File: config.mk
export PLATFORM = sky130hd
export DESIGN_NAME = raid5_stripe_writer_core_flat
export DESIGN_NICKNAME = d
export VERILOG_FILES = /design/src/raid5sw_pkg.sv /design/src/raid5sw_if.sv /design/src/raid5sw_ram.sv /design/src/raid5_stripe_writer_core.sv /design/src/flat_wrapper.sv
export SDC_FILE = /design/constraint.sdc
export NUM_CORES = 1
export LEC_CHECK = 0
export ABC_AREA = 0
export BUFFER_PORTS_ARGS = -buffer_cell sky130_fd_sc_hd__clkbuf_2
export CAP_MARGIN = 30
export CORE_UTILIZATION = 31
export DETAILED_ROUTE_END_ITERATION = 10
export PLACE_DENSITY = 0.47
export SLEW_MARGIN = 30
export SYNTH_ARGS = -nofsm -noshare
export SYNTH_HDL_FRONTEND = slang
export SYNTH_SLANG_ARGS = --single-unit
File: constraint.sdc
create_clock -name clk_i -period 4.9 [get_ports clk_i]
set_input_delay 0.245 -clock clk_i [delete_from_list [all_inputs] [get_ports clk_i]]
set_output_delay 0.245 -clock clk_i [all_outputs]
set_load 0.01 [all_outputs]
File: src/raid5sw_pkg.sv
`timescale 1ns / 1ps
// ----------------------------------------------------------------------------
// raid5sw_pkg
// Shared widths and register codes of the RAID-5 stripe writer.
// ----------------------------------------------------------------------------
package raid5sw_pkg;

  localparam int DATA_W     = 8;
  localparam int POS_W      = 16;
  localparam int CFG_IDX_W  = 1;
  localparam int CFG_DATA_W = 16;
  localparam int CNT_CFG_W  = 3;

  localparam logic [CFG_IDX_W-1:0] REG_DISK_COUNT     = 1'b0;
  localparam logic [CFG_IDX_W-1:0] REG_START_POSITION = 1'b1;

endpackage

File: src/raid5sw_if.sv
`timescale 1ns / 1ps
// ----------------------------------------------------------------------------
// raid5sw interfaces
// Input item, result item and configuration write channels.
// ----------------------------------------------------------------------------
interface raid5sw_in_if;
  import raid5sw_pkg::*;
  logic              valid;
  logic              ready;
  logic [DATA_W-1:0] data_byte;
  logic              last_byte;
  modport source (output valid, output data_byte, output last_byte, input ready);
  modport sink   (input valid, input data_byte, input last_byte, output ready);
endinterface

interface raid5sw_out_if #(
  parameter int DISK_W = 2,
  parameter int OFF_W  = 2
);
  import raid5sw_pkg::*;
  logic              valid;
  logic              ready;
  logic [DISK_W-1:0] disk_index;
  logic [POS_W-1:0]  stripe_position;
  logic [OFF_W-1:0]  byte_offset;
  logic [DATA_W-1:0] out_byte;
  logic              is_parity;
  logic              run_end;
  modport source (output valid, output disk_index, output stripe_position,
                  output byte_offset, output out_byte, output is_parity,
                  output run_end, input ready);
  modport sink   (input valid, input disk_index, input stripe_position,
                  input byte_offset, input out_byte, input is_parity,
                  input run_end, output ready);
endinterface

interface raid5sw_cfg_if;
  import raid5sw_pkg::*;
  logic                  valid;
  logic                  ready;
  logic [CFG_IDX_W-1:0]  index;
  logic [CFG_DATA_W-1:0] data;
  modport source (output valid, output index, output data, input ready);
  modport sink   (input valid, input index, input data, output ready);
endinterface

File: src/raid5sw_ram.sv
`timescale 1ns / 1ps
// ----------------------------------------------------------------------------
// raid5sw_ram
// Generic single-write, single-read RAM with registered read data.
// ----------------------------------------------------------------------------
module raid5sw_ram #(
  parameter int WIDTH = 8,
  parameter int DEPTH = 4,
  parameter int AW    = (DEPTH > 1) ? $clog2(DEPTH) : 1
) (
  input  logic             clk_i,
  input  logic             we_i,
  input  logic [AW-1:0]    waddr_i,
  input  logic [WIDTH-1:0] wdata_i,
  input  logic [AW-1:0]    raddr_i,
  output logic [WIDTH-1:0] rdata_o
);

  logic [WIDTH-1:0] mem_q [DEPTH];
  logic [WIDTH-1:0] rdata_q;

  always_ff @(posedge clk_i) begin
    if (we_i) begin
      mem_q[waddr_i] <= wdata_i;
    end
    rdata_q <= mem_q[raddr_i];
  end

  assign rdata_o = rdata_q;

endmodule

File: src/raid5_stripe_writer_core.sv
`timescale 1ns / 1ps
// A data byte appears on the output register in the cycle after it is taken.
// One data byte is taken per cycle while the output slot can load; a stripe close
//   emits any zero pad bytes and then the parity block, read back from the parity RAM.
// Reset: after rst_ni releases, a clearing pass zeroes the parity RAM entry by entry,
//   during which no item is taken; config writes are always taken.
// ----------------------------------------------------------------------------
// raid5_stripe_writer_core
// Lays a byte stream out in RAID-5 stripes with rotating parity; the per-offset
// parity accumulator lives in a RAM updated by read-modify-write.
// ----------------------------------------------------------------------------
module raid5_stripe_writer_core #(
  parameter int BLOCK_BYTES = 4,
  parameter int MAX_DISKS   = 4
) (
  input  logic                 clk_i,
  input  logic                 rst_ni,
  raid5sw_in_if.sink           in_i,
  raid5sw_out_if.source        out_o,
  raid5sw_cfg_if.sink          cfg_i
);
  import raid5sw_pkg::*;

  localparam int OW = (BLOCK_BYTES > 1) ? $clog2(BLOCK_BYTES) : 1;
  localparam int DW = $clog2(MAX_DISKS);
  localparam int NW = $clog2(MAX_DISKS + 1);
  localparam int ND_RESET = (MAX_DISKS < 4) ? MAX_DISKS : 4;
  localparam logic [OW-1:0] BB_LAST = OW'(BLOCK_BYTES - 1);
  localparam logic [3:0]    MAX4    = 4'(MAX_DISKS);

  localparam logic [1:0] S_CLEAR = 2'd0;
  localparam logic [1:0] S_DATA  = 2'd1;
  localparam logic [1:0] S_PAD   = 2'd2;
  localparam logic [1:0] S_PAR   = 2'd3;

  logic [1:0]       state_q, state_d;
  logic [NW-1:0]    nd_q;
  logic [POS_W-1:0] start_q;
  logic [POS_W-1:0] pos_q, pos_d;
  logic [DW-1:0]    smc_q, smc_d;
  logic [DW-1:0]    dbc_q, dbc_d;
  logic [OW-1:0]    off_q, off_d;
  logic [OW-1:0]    idx_q, idx_d;
  logic             open_q, open_d;
  logic             last_q, last_d;

  logic              ov_q;
  logic [DW-1:0]     o_disk_q, o_disk_d;
  logic [POS_W-1:0]  o_pos_q, o_pos_d;
  logic [OW-1:0]     o_off_q, o_off_d;
  logic [DATA_W-1:0] o_byte_q, o_byte_d;
  logic              o_par_q, o_par_d;
  logic              o_end_q, o_end_d;
  logic              load;

  logic              we;
  logic [OW-1:0]     waddr, raddr;
  logic [DATA_W-1:0] wdata, ram_rdata, rd;
  logic              fwd_q;
  logic [DATA_W-1:0] fwd_data_q;

  logic              can_load, in_acc;
  logic [DW-1:0]     smc_e, pidx, dbc_n;
  logic [POS_W-1:0]  pos_e;
  logic [NW-1:0]     nd_m1, pidx_w;
  logic              full;
  logic [3:0]        cfg_v;

  function automatic logic [DW-1:0] data_disk(logic [DW-1:0] blk, logic [DW-1:0] pi);
    return (blk < pi) ? blk : blk + DW'(1);
  endfunction

  raid5sw_ram #(
    .WIDTH (DATA_W),
    .DEPTH (BLOCK_BYTES),
    .AW    (OW)
  ) u_parity_ram (
    .clk_i   (clk_i),
    .we_i    (we),
    .waddr_i (waddr),
    .wdata_i (wdata),
    .raddr_i (raddr),
    .rdata_o (ram_rdata)
  );

  assign rd       = fwd_q ? fwd_data_q : ram_rdata;
  assign can_load = !ov_q || out_o.ready;
  assign smc_e    = open_q ? smc_q : '0;
  assign pos_e    = open_q ? pos_q : start_q;
  assign nd_m1    = nd_q - NW'(1);
  assign pidx_w   = nd_m1 - NW'(smc_e);
  assign pidx     = pidx_w[DW-1:0];
  assign in_i.ready = (state_q == S_DATA) && can_load;
  assign in_acc   = in_i.valid && in_i.ready;

  always_comb begin
    state_d  = state_q;
    pos_d    = pos_q;
    smc_d    = smc_q;
    dbc_d    = dbc_q;
    off_d    = off_q;
    idx_d    = idx_q;
    open_d   = open_q;
    last_d   = last_q;
    load     = 1'b0;
    o_disk_d = o_disk_q;
    o_pos_d  = o_pos_q;
    o_off_d  = o_off_q;
    o_byte_d = o_byte_q;
    o_par_d  = o_par_q;
    o_end_d  = o_end_q;
    we       = 1'b0;
    waddr    = off_q;
    wdata    = '0;
    dbc_n    = dbc_q;
    full     = 1'b0;
    unique case (state_q)
      S_CLEAR: begin
        we    = 1'b1;
        waddr = idx_q;
        if (idx_q == BB_LAST) begin
          idx_d   = '0;
          state_d = S_DATA;
        end else begin
          idx_d = idx_q + OW'(1);
        end
      end
      S_DATA: begin
        if (in_acc) begin
          load     = 1'b1;
          o_disk_d = data_disk(dbc_q, pidx);
          o_pos_d  = pos_e;
          o_off_d  = off_q;
          o_byte_d = in_i.data_byte;
          o_par_d  = 1'b0;
          open_d   = 1'b1;
          smc_d    = smc_e;
          pos_d    = pos_e;
          last_d   = in_i.last_byte;
          we       = 1'b1;
          wdata    = rd ^ in_i.data_byte;
          if (off_q == BB_LAST) begin
            off_d = '0;
            dbc_n = dbc_q + DW'(1);
          end else begin
            off_d = off_q + OW'(1);
          end
          dbc_d = dbc_n;
          full  = NW'(dbc_n) >= nd_m1;
          if (full || in_i.last_byte) begin
            o_end_d = 1'b0;
            idx_d   = '0;
            state_d = full ? S_PAR : S_PAD;
          end else begin
            o_end_d = 1'b1;
          end
        end
      end
      S_PAD: begin
        if (can_load) begin
          load     = 1'b1;
          o_disk_d = data_disk(dbc_q, pidx);
          o_pos_d  = pos_q;
          o_off_d  = off_q;
          o_byte_d = '0;
          o_par_d  = 1'b0;
          o_end_d  = 1'b0;
          if (off_q == BB_LAST) begin
            off_d = '0;
            dbc_n = dbc_q + DW'(1);
          end else begin
            off_d = off_q + OW'(1);
          end
          dbc_d = dbc_n;
          full  = NW'(dbc_n) >= nd_m1;
          if (full) begin
            idx_d   = '0;
            state_d = S_PAR;
          end
        end
      end
      S_PAR: begin
        if (can_load) begin
          load     = 1'b1;
          o_disk_d = pidx;
          o_pos_d  = pos_q;
          o_off_d  = idx_q;
          o_byte_d = rd;
          o_par_d  = 1'b1;
          o_end_d  = (idx_q == BB_LAST);
          we       = 1'b1;
          waddr    = idx_q;
          if (idx_q == BB_LAST) begin
            idx_d   = '0;
            off_d   = '0;
            dbc_d   = '0;
            pos_d   = pos_q + POS_W'(1);
            open_d  = !last_q;
            state_d = S_DATA;
            if (last_q || (NW'(smc_q) + NW'(1) == nd_q)) begin
              smc_d = '0;
            end else begin
              smc_d = smc_q + DW'(1);
            end
          end else begin
            idx_d = idx_q + OW'(1);
          end
        end
      end
      default: begin
        state_d = S_CLEAR;
      end
    endcase
  end

  assign raddr = (state_d == S_PAR) ? idx_d : off_d;

  always_ff @(posedge clk_i or negedge rst_ni) begin
    if (!rst_ni) begin
      state_q <= S_CLEAR;
      pos_q   <= '0;
      smc_q   <= '0;
      dbc_q   <= '0;
      off_q   <= '0;
      idx_q   <= '0;
      open_q  <= 1'b0;
      last_q  <= 1'b0;
      ov_q    <= 1'b0;
      fwd_q   <= 1'b0;
    end else begin
      state_q <= state_d;
      pos_q   <= pos_d;
      smc_q   <= smc_d;
      dbc_q   <= dbc_d;
      off_q   <= off_d;
      idx_q   <= idx_d;
      open_q  <= open_d;
      last_q  <= last_d;
      fwd_q   <= we && (waddr == raddr);
      if (load) begin
        ov_q <= 1'b1;
      end else if (out_o.ready) begin
        ov_q <= 1'b0;
      end
    end
  end

  always_ff @(posedge clk_i) begin
    fwd_data_q <= wdata;
    if (load) begin
      o_disk_q <= o_disk_d;
      o_pos_q  <= o_pos_d;
      o_off_q  <= o_off_d;
      o_byte_q <= o_byte_d;
      o_par_q  <= o_par_d;
      o_end_q  <= o_end_d;
    end
  end

  // config registers
  assign cfg_i.ready = 1'b1;
  assign cfg_v       = {1'b0, cfg_i.data[CNT_CFG_W-1:0]};

  always_ff @(posedge clk_i or negedge rst_ni) begin
    if (!rst_ni) begin
      nd_q    <= NW'(ND_RESET);
      start_q <= '0;
    end else if (cfg_i.valid && cfg_i.ready) begin
      unique case (cfg_i.index)
        REG_DISK_COUNT: begin
          if (!open_q) begin
            if (cfg_v < 4'd2) begin
              nd_q <= NW'(2);
            end else if (cfg_v > MAX4) begin
              nd_q <= NW'(MAX_DISKS);
            end else begin
              nd_q <= cfg_v[NW-1:0];
            end
          end
        end
        REG_START_POSITION: begin
          start_q <= cfg_i.data[POS_W-1:0];
        end
        default: begin
          start_q <= start_q;
        end
      endcase
    end
  end

  assign out_o.valid           = ov_q;
  assign out_o.disk_index      = o_disk_q;
  assign out_o.stripe_position = o_pos_q;
  assign out_o.byte_offset     = o_off_q;
  assign out_o.out_byte        = o_byte_q;
  assign out_o.is_parity       = o_par_q;
  assign out_o.run_end         = o_end_q;

  a_acc_needs_slot: assert property (@(posedge clk_i) disable iff (!rst_ni)
    in_i.ready |-> (!ov_q || out_o.ready))
    else $error("item taken while result slot is blocked");

  a_clear_quiet: assert property (@(posedge clk_i) disable iff (!rst_ni)
    (state_q == S_CLEAR) |-> (!ov_q && !open_q))
    else $error("activity during parity clearing pass");

  a_rotation: assert property (@(posedge clk_i) disable iff (!rst_ni)
    open_q |-> (NW'(smc_q) < nd_q))
    else $error("parity rotation count out of range");

  a_parity_end: assert property (@(posedge clk_i) disable iff (!rst_ni)
    (load && o_par_d && (o_off_d == BB_LAST)) |=> (ov_q && o_end_q && state_q == S_DATA))
    else $error("parity block did not close the stripe");

  a_fwd: assert property (@(posedge clk_i) disable iff (!rst_ni)
    (state_q == S_PAR && state_d == S_PAR && can_load) |=> (fwd_q == 1'b0 || idx_q == '0))
    else $error("unexpected parity RAM forward during parity readout");

endmodule
File: src/flat_wrapper.sv
// flat-port wrapper written by rule: the top's interface ports become plain ports
module raid5_stripe_writer_core_flat import raid5sw_pkg::*;
#(
  parameter int BLOCK_BYTES = 4,
  parameter int MAX_DISKS   = 4
)
  (clk_i, rst_ni, in_i_valid, in_i_data_byte, in_i_last_byte, in_i_ready, out_o_valid, out_o_disk_index, out_o_stripe_position, out_o_byte_offset, out_o_out_byte, out_o_is_parity, out_o_run_end, out_o_ready, cfg_i_valid, cfg_i_index, cfg_i_data, cfg_i_ready);
  raid5sw_in_if in_i_i ();
  raid5sw_out_if out_o_i ();
  raid5sw_cfg_if cfg_i_i ();
  input  logic clk_i;
  input  logic rst_ni;
  input wire logic [$bits(in_i_i.valid)-1:0] in_i_valid;
  input wire logic [$bits(in_i_i.data_byte)-1:0] in_i_data_byte;
  input wire logic [$bits(in_i_i.last_byte)-1:0] in_i_last_byte;
  output wire logic [$bits(in_i_i.ready)-1:0] in_i_ready;
  output wire logic [$bits(out_o_i.valid)-1:0] out_o_valid;
  output wire logic [$bits(out_o_i.disk_index)-1:0] out_o_disk_index;
  output wire logic [$bits(out_o_i.stripe_position)-1:0] out_o_stripe_position;
  output wire logic [$bits(out_o_i.byte_offset)-1:0] out_o_byte_offset;
  output wire logic [$bits(out_o_i.out_byte)-1:0] out_o_out_byte;
  output wire logic [$bits(out_o_i.is_parity)-1:0] out_o_is_parity;
  output wire logic [$bits(out_o_i.run_end)-1:0] out_o_run_end;
  input wire logic [$bits(out_o_i.ready)-1:0] out_o_ready;
  input wire logic [$bits(cfg_i_i.valid)-1:0] cfg_i_valid;
  input wire logic [$bits(cfg_i_i.index)-1:0] cfg_i_index;
  input wire logic [$bits(cfg_i_i.data)-1:0] cfg_i_data;
  output wire logic [$bits(cfg_i_i.ready)-1:0] cfg_i_ready;
  assign in_i_i.valid = in_i_valid;
  assign in_i_i.data_byte = in_i_data_byte;
  assign in_i_i.last_byte = in_i_last_byte;
  assign in_i_ready = in_i_i.ready;
  assign out_o_valid = out_o_i.valid;
  assign out_o_disk_index = out_o_i.disk_index;
  assign out_o_stripe_position = out_o_i.stripe_position;
  assign out_o_byte_offset = out_o_i.byte_offset;
  assign out_o_out_byte = out_o_i.out_byte;
  assign out_o_is_parity = out_o_i.is_parity;
  assign out_o_run_end = out_o_i.run_end;
  assign out_o_i.ready = out_o_ready;
  assign cfg_i_i.valid = cfg_i_valid;
  assign cfg_i_i.index = cfg_i_index;
  assign cfg_i_i.data = cfg_i_data;
  assign cfg_i_ready = cfg_i_i.ready;
  raid5_stripe_writer_core #(.BLOCK_BYTES(BLOCK_BYTES), .MAX_DISKS(MAX_DISKS)) u_core (.clk_i(clk_i), .rst_ni(rst_ni), .in_i(in_i_i), .out_o(out_o_i), .cfg_i(cfg_i_i));
endmodule
* Word-level counts from Yosys, hierarchy flattened
Memories as Yosys holds them, arrays and structs flattened. A register that Yosys moved wholly into a read port is not among the register bits. Index checks and enable logic that the tools add are counted.
Storage, ports and cells: bits in registers 87, bits in writable memories 32, input bits 31, logic and storage cells 155, memories 1
Cells by class: $add $sub $neg 8, order comparisons 5, equal/unequal tests 13, muxes and demuxes 85, bitwise gates (word level) 3, reduce and logical (&&, ||, !) cells 21
Memory list:
- u_core.u_parity_ram.mem_q | depth 4, bits a word 8, read ports 1, clocked after memory_dff 1, wr ports 1, RTL line raid5sw_ram.sv:19 | logic [WIDTH-1:0] mem_q [DEPTH];
Operators by type and width (number):
- 16-bit two-way mux | 5
- 2-bit two-way mux | 40
- 16-bit case mux with 2 select lines | 2
- 8-bit two-way mux | 6
- 2-bit case mux with 3 select lines | 4
- 8-bit case mux with 3 select lines | 1
- 16-bit by 1-bit adder with 16-bit output, second input constant | 1
- 1-bit two-way mux | 16
- 2-bit case mux with 4 select lines | 2
- 2-bit equality test, second input constant | 5
- 2-bit by 1-bit != test with 1-bit output, second input constant | 5
- 5-bit AND reduction | 2
- 1-bit case mux with 3 select lines | 3
- 2-bit by 1-bit adder with 2-bit output, second input constant | 4
- 2-bit case mux with 2 select lines | 2
- 4-bit AND reduction | 2
- 8-bit bitwise XOR | 1
- 2-bit by 3-bit greater-or-equal comparator with 1-bit output | 2
- 3-bit two-way mux | 2
- 2-bit nonzero test | 3
- 1-bit case mux with 2 select lines | 2
- 2-bit AND reduction | 2
- 2-bit by 1-bit adder with 3-bit output, second input constant | 1
- 3-bit equality test | 1
- other kinds (15) | 21

* Logic depth before layout (Yosys ltp)
word-level depth 15, depth in mapped cells 12

* Cells and area by module
Synthesis repeated with hierarchy kept, for this count alone.
Second synthesis, totals: cell total of the unflattened synthesis 537, area total of the unflattened synthesis 6137.1 µm²
By module, submodules not included:
- raid5_stripe_writer_core | instances 1, cells each 483, area an instance 4788.3 µm²
- raid5sw_ram | instances 1, cells each 54, area an instance 1348.8 µm²

* Worst setup path before layout
OpenSTA, ideal clock, no wires.
path type reg2reg, start point register u_core.state_q[1], end point register u_core.o_pos_q[0], in the netlist u_core.out_o.stripe_position[0] (enable), setup time 365 ps, arrival 3378 ps, required time 4535 ps, setup slack 1157 ps, cell stages (with the launch flop) 7, clock period less this slack 3743 ps, cells stage by stage dfrtp_1 ha_1 clkbuf_1 clkbuf_1 nor3_1 nor4_1 o211a_1
Between the ends: longest elaborated chain between the ends 6, elaborated cells between the ends (all ways) 12, those cells by class 5 x eq/ne; 2 x mux; 5 x reduce/logical
RTL lines:
- start: declaration | RTL line raid5_stripe_writer_core.sv:36 | logic [1:0] state_q, state_d;
- start signal: assignment | RTL line raid5_stripe_writer_core.sv:231 | state_q <= state_d;
- 2-bit by 1-bit equality test with 1-bit output | RTL line raid5_stripe_writer_core.sv:93, raid5_stripe_writer_core.sv:117
- 1-bit logical AND | RTL line raid5_stripe_writer_core.sv:93 | assign in_i.ready = (state_q == S_DATA) && can_load;
- 1-bit logical AND | RTL line raid5_stripe_writer_core.sv:94 | assign in_acc = in_i.valid && in_i.ready;
- 1-bit two-way mux | RTL line raid5_stripe_writer_core.sv:129 | if (in_acc) begin
- 1-bit case mux with 2 select lines | RTL line raid5_stripe_writer_core.sv:117 | unique case (state_q)
- 4-bit AND reduction (no line) *
- end signal: assignment | RTL line raid5_stripe_writer_core.sv:252 | o_pos_q <= o_pos_d;
- end: declaration | RTL line raid5_stripe_writer_core.sv:49 | logic [POS_W-1:0] o_pos_q, o_pos_d;
Mark *: on every way between the ends. The rest lies on a longest branch, timed or not. A chain may end at the register's enable or synchronous reset.

* Final worst setup path
start point register u_core.off_q[0], end point register u_core.u_parity_ram.rdata_q[4], in the netlist u_core.u_parity_ram.rdata_o[4] (read register of u_core.u_parity_ram.mem_q)
Between the ends: elaborated cells between the ends (all ways) 29, those cells by class 1 x add/sub; 2 x order compare; 2 x eq/ne; 23 x mux; 1 x reduce/logical
RTL lines:
- start: declaration | RTL line raid5_stripe_writer_core.sv:42 | logic [OW-1:0] off_q, off_d;
- start signal: assignment | RTL line raid5_stripe_writer_core.sv:224 | off_q <= '0;
- start signal: assignment | RTL line raid5_stripe_writer_core.sv:235 | off_q <= off_d;
- 2-bit equality test * | RTL line raid5_stripe_writer_core.sv:142, raid5_stripe_writer_core.sv:168
- 2-bit two-way mux * | RTL line raid5_stripe_writer_core.sv:142, raid5_stripe_writer_core.sv:168
- 2-bit two-way mux | RTL line raid5_stripe_writer_core.sv:129
- 2-bit two-way mux | RTL line raid5_stripe_writer_core.sv:117
- 2-bit by 3-bit greater-or-equal comparator with 1-bit output | RTL line raid5_stripe_writer_core.sv:149 | full = NW'(dbc_n) >= nd_m1;
- 1-bit logical OR | RTL line raid5_stripe_writer_core.sv:150 | if (full || in_i.last_byte) begin
- 2-bit two-way mux | RTL line raid5_stripe_writer_core.sv:150
- 2-bit two-way mux | RTL line raid5_stripe_writer_core.sv:129
- 2-bit case mux with 4 select lines * | RTL line raid5_stripe_writer_core.sv:117
- via u_core.idx_d[1] | RTL line raid5_stripe_writer_core.sv:43 | logic [OW-1:0] idx_q, idx_d;
- 2-bit two-way mux * | RTL line raid5_stripe_writer_core.sv:216 | assign raddr = (state_d == S_PAR) ? idx_d : off_d;
- end: declaration | RTL line raid5sw_ram.sv:20 | logic [WIDTH-1:0] rdata_q;
Mark *: on every way through the listed nets, which the timed path passes. The rest lies on a longest branch. The select of a mux whose other input is x is not followed.

==> parameters.txt <==
Parameter                              Value

Outcome
  Run status    complete, no violations

Place
  Number of placed instances, taps included    952
  Final weighted congestion of routability-driven global placement    0.8212
  Pre-CTS setup slack    1.525 ns
  Count of input and output buffers    62
  Total half-perimeter wirelength after legalization and detailed placement    12.00 mm
  Placed Area    7191 um^2

Global route
  Initial antenna violation count    0
  GRT Resource Usage Total    0.1695
  Global Route met3 Usage    0.03620
  Global-route wire length before repair    28.41 mm
  GRT Max-Usage Layer    met2
  M2 GR Usage    0.2944
  Maximum number of pins on one net before global-route repair    59
  Number of global-route vias before repair    5268
  Met1 usage    0.2008
  Overall overflow remaining after global route    0

Critical path
  Critical path class    reg2reg
  Crit path DAT    3.72 ns
  Kind of cell with the highest combined delay on the critical path    compound AO/OA/AOI/OAI gates
  Library cell appearing most often on the critical path    sky130_fd_sc_hd__ha_1
  Critical path cell sequence    ha_1, nand2_1, xnor2_1, ha_1, a21oi_1, or4_4, a32oi_2, inv_2, a41oi_1, nand3_1
  Crit path capture type    register
  Max Fanout on Critical Path    16
  Worst path max stage delay    0.67 ns
  Kind of launch point of the worst setup path    register
  Buf+Inv Stages, Crit Path    1
  Worst endpoint required time    5.21 ns
  Cell with the largest stage delay on the worst path    sky130_fd_sc_hd__a32oi_2

Synthesis
  Number of instances in the synthesized netlist    644
  Synthesized net count    689
  Seq cells post-synth    127
  Count of flip-flops with a built-in enable after synthesis    62
  Post-synthesis area per instance    10.29 um^2
  Netlist cell types    64
  Cell area after technology mapping    6628 um^2
  Total number of yosys warnings    0
  Post-synth ARST share    0.3858
  Dominant synthesized flop cell    sky130_fd_sc_hd__edfxtp_1
  Sequential-to-total area share from yosys stat    0.5144

STA
  Setup TNS    0 ns
  Endpoints failing setup    0
  RSZ-0062 raised after global routing    no
  Worst-case clock skew    0.009805 ns
  Hold Violations, Final    0
  Post-route clock period utilization    0.6963
  Max-slew violation count    0
  Relative slew margins    0.3713
  Post-route worst setup slack    1.488 ns
  Slew of the pin with the lowest slew margin    0.9396 ns
  Final hold slack    0.05034 ns
  Minimum clock period    3.412 ns
  Timing-limited maximum frequency    0.2931 GHz

Power
  Int Power    3.338 mW
  Net switching share of the total power    0.4413
  Total power per unit cell area    770.9 nW/um^2
  Part of the total power dissipated in sequential elements    0.316
  Fraction of power consumed by the clock network    0.197
  Leakage power    3.098 nW
  Total power    5.976 mW
  Max rail drop VDD    0.0002665 V
  Gate power share    0.487
  Net switching component of the power    2.637 mW

Floorplan
  Die extent in y    148.2 um
  Initial core utilization    0.3153
  Die Span X    148.2 um
  Row count    53
  Count of pins on the block boundary    64
  Core box area    21020 um^2
  Floorplan die area    21970 um^2

Finish
  Number of standard cells in the final layout excluding fillers    985
  Area of the multi-input gates    2930 um^2
  Layout net count    742
  Core Util, Final    0.3687
  Growth of design area from synthesis to finish    16.95%
  Fraction of layout cells with a size suffix above 1    0.2085
  Area of all sequential standard cells    3410 um^2
  Most frequent cells in the layout    sky130_fd_sc_hd__clkbuf_2, sky130_fd_sc_hd__edfxtp_1, sky130_fd_sc_hd__a21oi_1, sky130_fd_sc_hd__o21ai_0, sky130_fd_sc_hd__dfrtp_1
  Filler cell count in the final layout    2093
  Antenna cells    0
  Cell area after layout    7751 um^2

Clock tree
  Clock tree from TritonCTS    yes
  Clock tree buffer depth    2
  Clock Root Buffer    sky130_fd_sc_hd__clkbuf_16
  Clock tree sinks    127
  CTS H-tree lvls    4
  CTS Hold Buffers Added    1
  Number of buffers created by CTS    17
  Clock transition at path regs    0.06 ns
  Clock latency of the later-clocked register in the worst-skew pair    0.43 ns
  Total of cells resized after clock tree synthesis    0
  Buffers inserted by post-CTS timing repair    0

Drt
  Iteration count of the initial detailed-routing pass    5
  Total Routed Length    17.56 mm
  Vias post-DR    5144
  DRC violation total after the first TritonRoute iteration    253
  Post-route DRC    0
  Wire length per cell    17.82 um
  Antenna viol nets, final    0
  Vias per std cell    5.222

Worst hold path
  Hold/Removal Path Class    in2reg

Run
  MaxCap Viol Count    0
[cell usage after synthesis, types with 11 or more instances]
master	n	area (um^2)
sky130_fd_sc_hd__a21oi_1	53	265.3
sky130_fd_sc_hd__and3_1	23	143.9
sky130_fd_sc_hd__buf_2	11	55.05
sky130_fd_sc_hd__clkbuf_1	20	75.07
sky130_fd_sc_hd__dfrtp_1	48	1201
sky130_fd_sc_hd__dfxtp_1	16	320.3
sky130_fd_sc_hd__edfxtp_1	62	1862
sky130_fd_sc_hd__ha_1	14	175.2
sky130_fd_sc_hd__inv_1	32	120.1
sky130_fd_sc_hd__mux2_2	28	315.3
sky130_fd_sc_hd__mux2i_1	14	140.1
sky130_fd_sc_hd__nand2_1	46	172.7
sky130_fd_sc_hd__nand3_1	39	195.2
sky130_fd_sc_hd__nor2_1	27	101.4
sky130_fd_sc_hd__nor3_1	16	80.08
sky130_fd_sc_hd__o21ai_0	49	245.2
sky130_fd_sc_hd__o22ai_1	26	162.7
[layer usage]
metal,routed length (um),vias to the layer above
met1,7730,2492
met2,8868,108
met3,569,30
met5,0,-
li1,-,2514
met4,387,0
[area by class of cell]
type	count	share of cell area
clock buffer	19	0.05714
clock inverter	13	0.01356
inverter	33	0.01598
multi-input combinational	445	0.3780
sequential	127	0.4399
tap	275	0.04439
timing repair buffer	73	0.05101
[power by group through the flow]
stage | combinational [mW] | sequential [mW] | clock (mW)
6_report | 2.91 | 1.89 | 1.18
5_1_grt | 3.25 | 1.93 | 1.24
4_1_cts | 2.91 | 1.89 | 1.20
3_5_place_dp | 2.89 | 1.91 | 0
3_3_place_gp | 2.82 | 1.90 | 0
2_1_floorplan | 2.09 | 1.88 | 0
[worst reg2reg max path, stage by stage, from the launching register on]
cell                      delay (ns)
sky130_fd_sc_hd__dfrtp_1        0.43
sky130_fd_sc_hd__ha_1           0.27
sky130_fd_sc_hd__nand2_1        0.12
sky130_fd_sc_hd__xnor2_1        0.15
sky130_fd_sc_hd__ha_1           0.30
sky130_fd_sc_hd__a21oi_1        0.12
sky130_fd_sc_hd__or4_4          0.55
sky130_fd_sc_hd__a32oi_2        0.67
sky130_fd_sc_hd__inv_2          0.28
sky130_fd_sc_hd__a41oi_1        0.30
sky130_fd_sc_hd__nand3_1        0.11
[sequential cells by signal (all words and copies together), names as in the netlist, 3 cells and up]
name,flops
u_core.pos_q,16
u_core.nd_q,3
u_core.u_parity_ram.mem_q,32
u_core.out_o.stripe_position,16
u_core.out_o.out_byte,8
u_core.start_q,16
u_core.u_parity_ram.rdata_o,8
u_core.fwd_data_q,8
[final timing paths]
check | start | endpoint | slack [ns] | cells past startpoint
setup / recovery | u_core.off_q[0] | u_core.u_parity_ram.rdata_o[4] | 1.49 | 10
hold / removal | cfg_i_data[2] | u_core.nd_q[1] | 0.05 | 2
setup reg to reg | u_core.off_q[0] | u_core.u_parity_ram.rdata_o[4] | 1.49 | 10
hold reg to reg | u_core.last_q | u_core.last_q | 0.53 | 2
max in group asynchronous | rst_ni | u_core.start_q[10] | 3.96 | 3
min in group asynchronous | rst_ni | u_core.start_q[15] | 0.48 | 3
[cells by family (layout without fill, tap and decap cells)]
kind of cell	count (synthesis)	after routing	share of synthesized area
adders and majority gates	14	14	0.02643
xor gates and xnor gates	15	15	0.01982
DFF	127	127	0.5144
buffers and inverters	72	138	0.04587
AOI/OAI and AO/OA	191	191	0.1856
and+or+nand+nor	182	182	0.1386
other	1	1	0.0005658
muxes	42	42	0.06872
(Power assumes the default switching activity.)
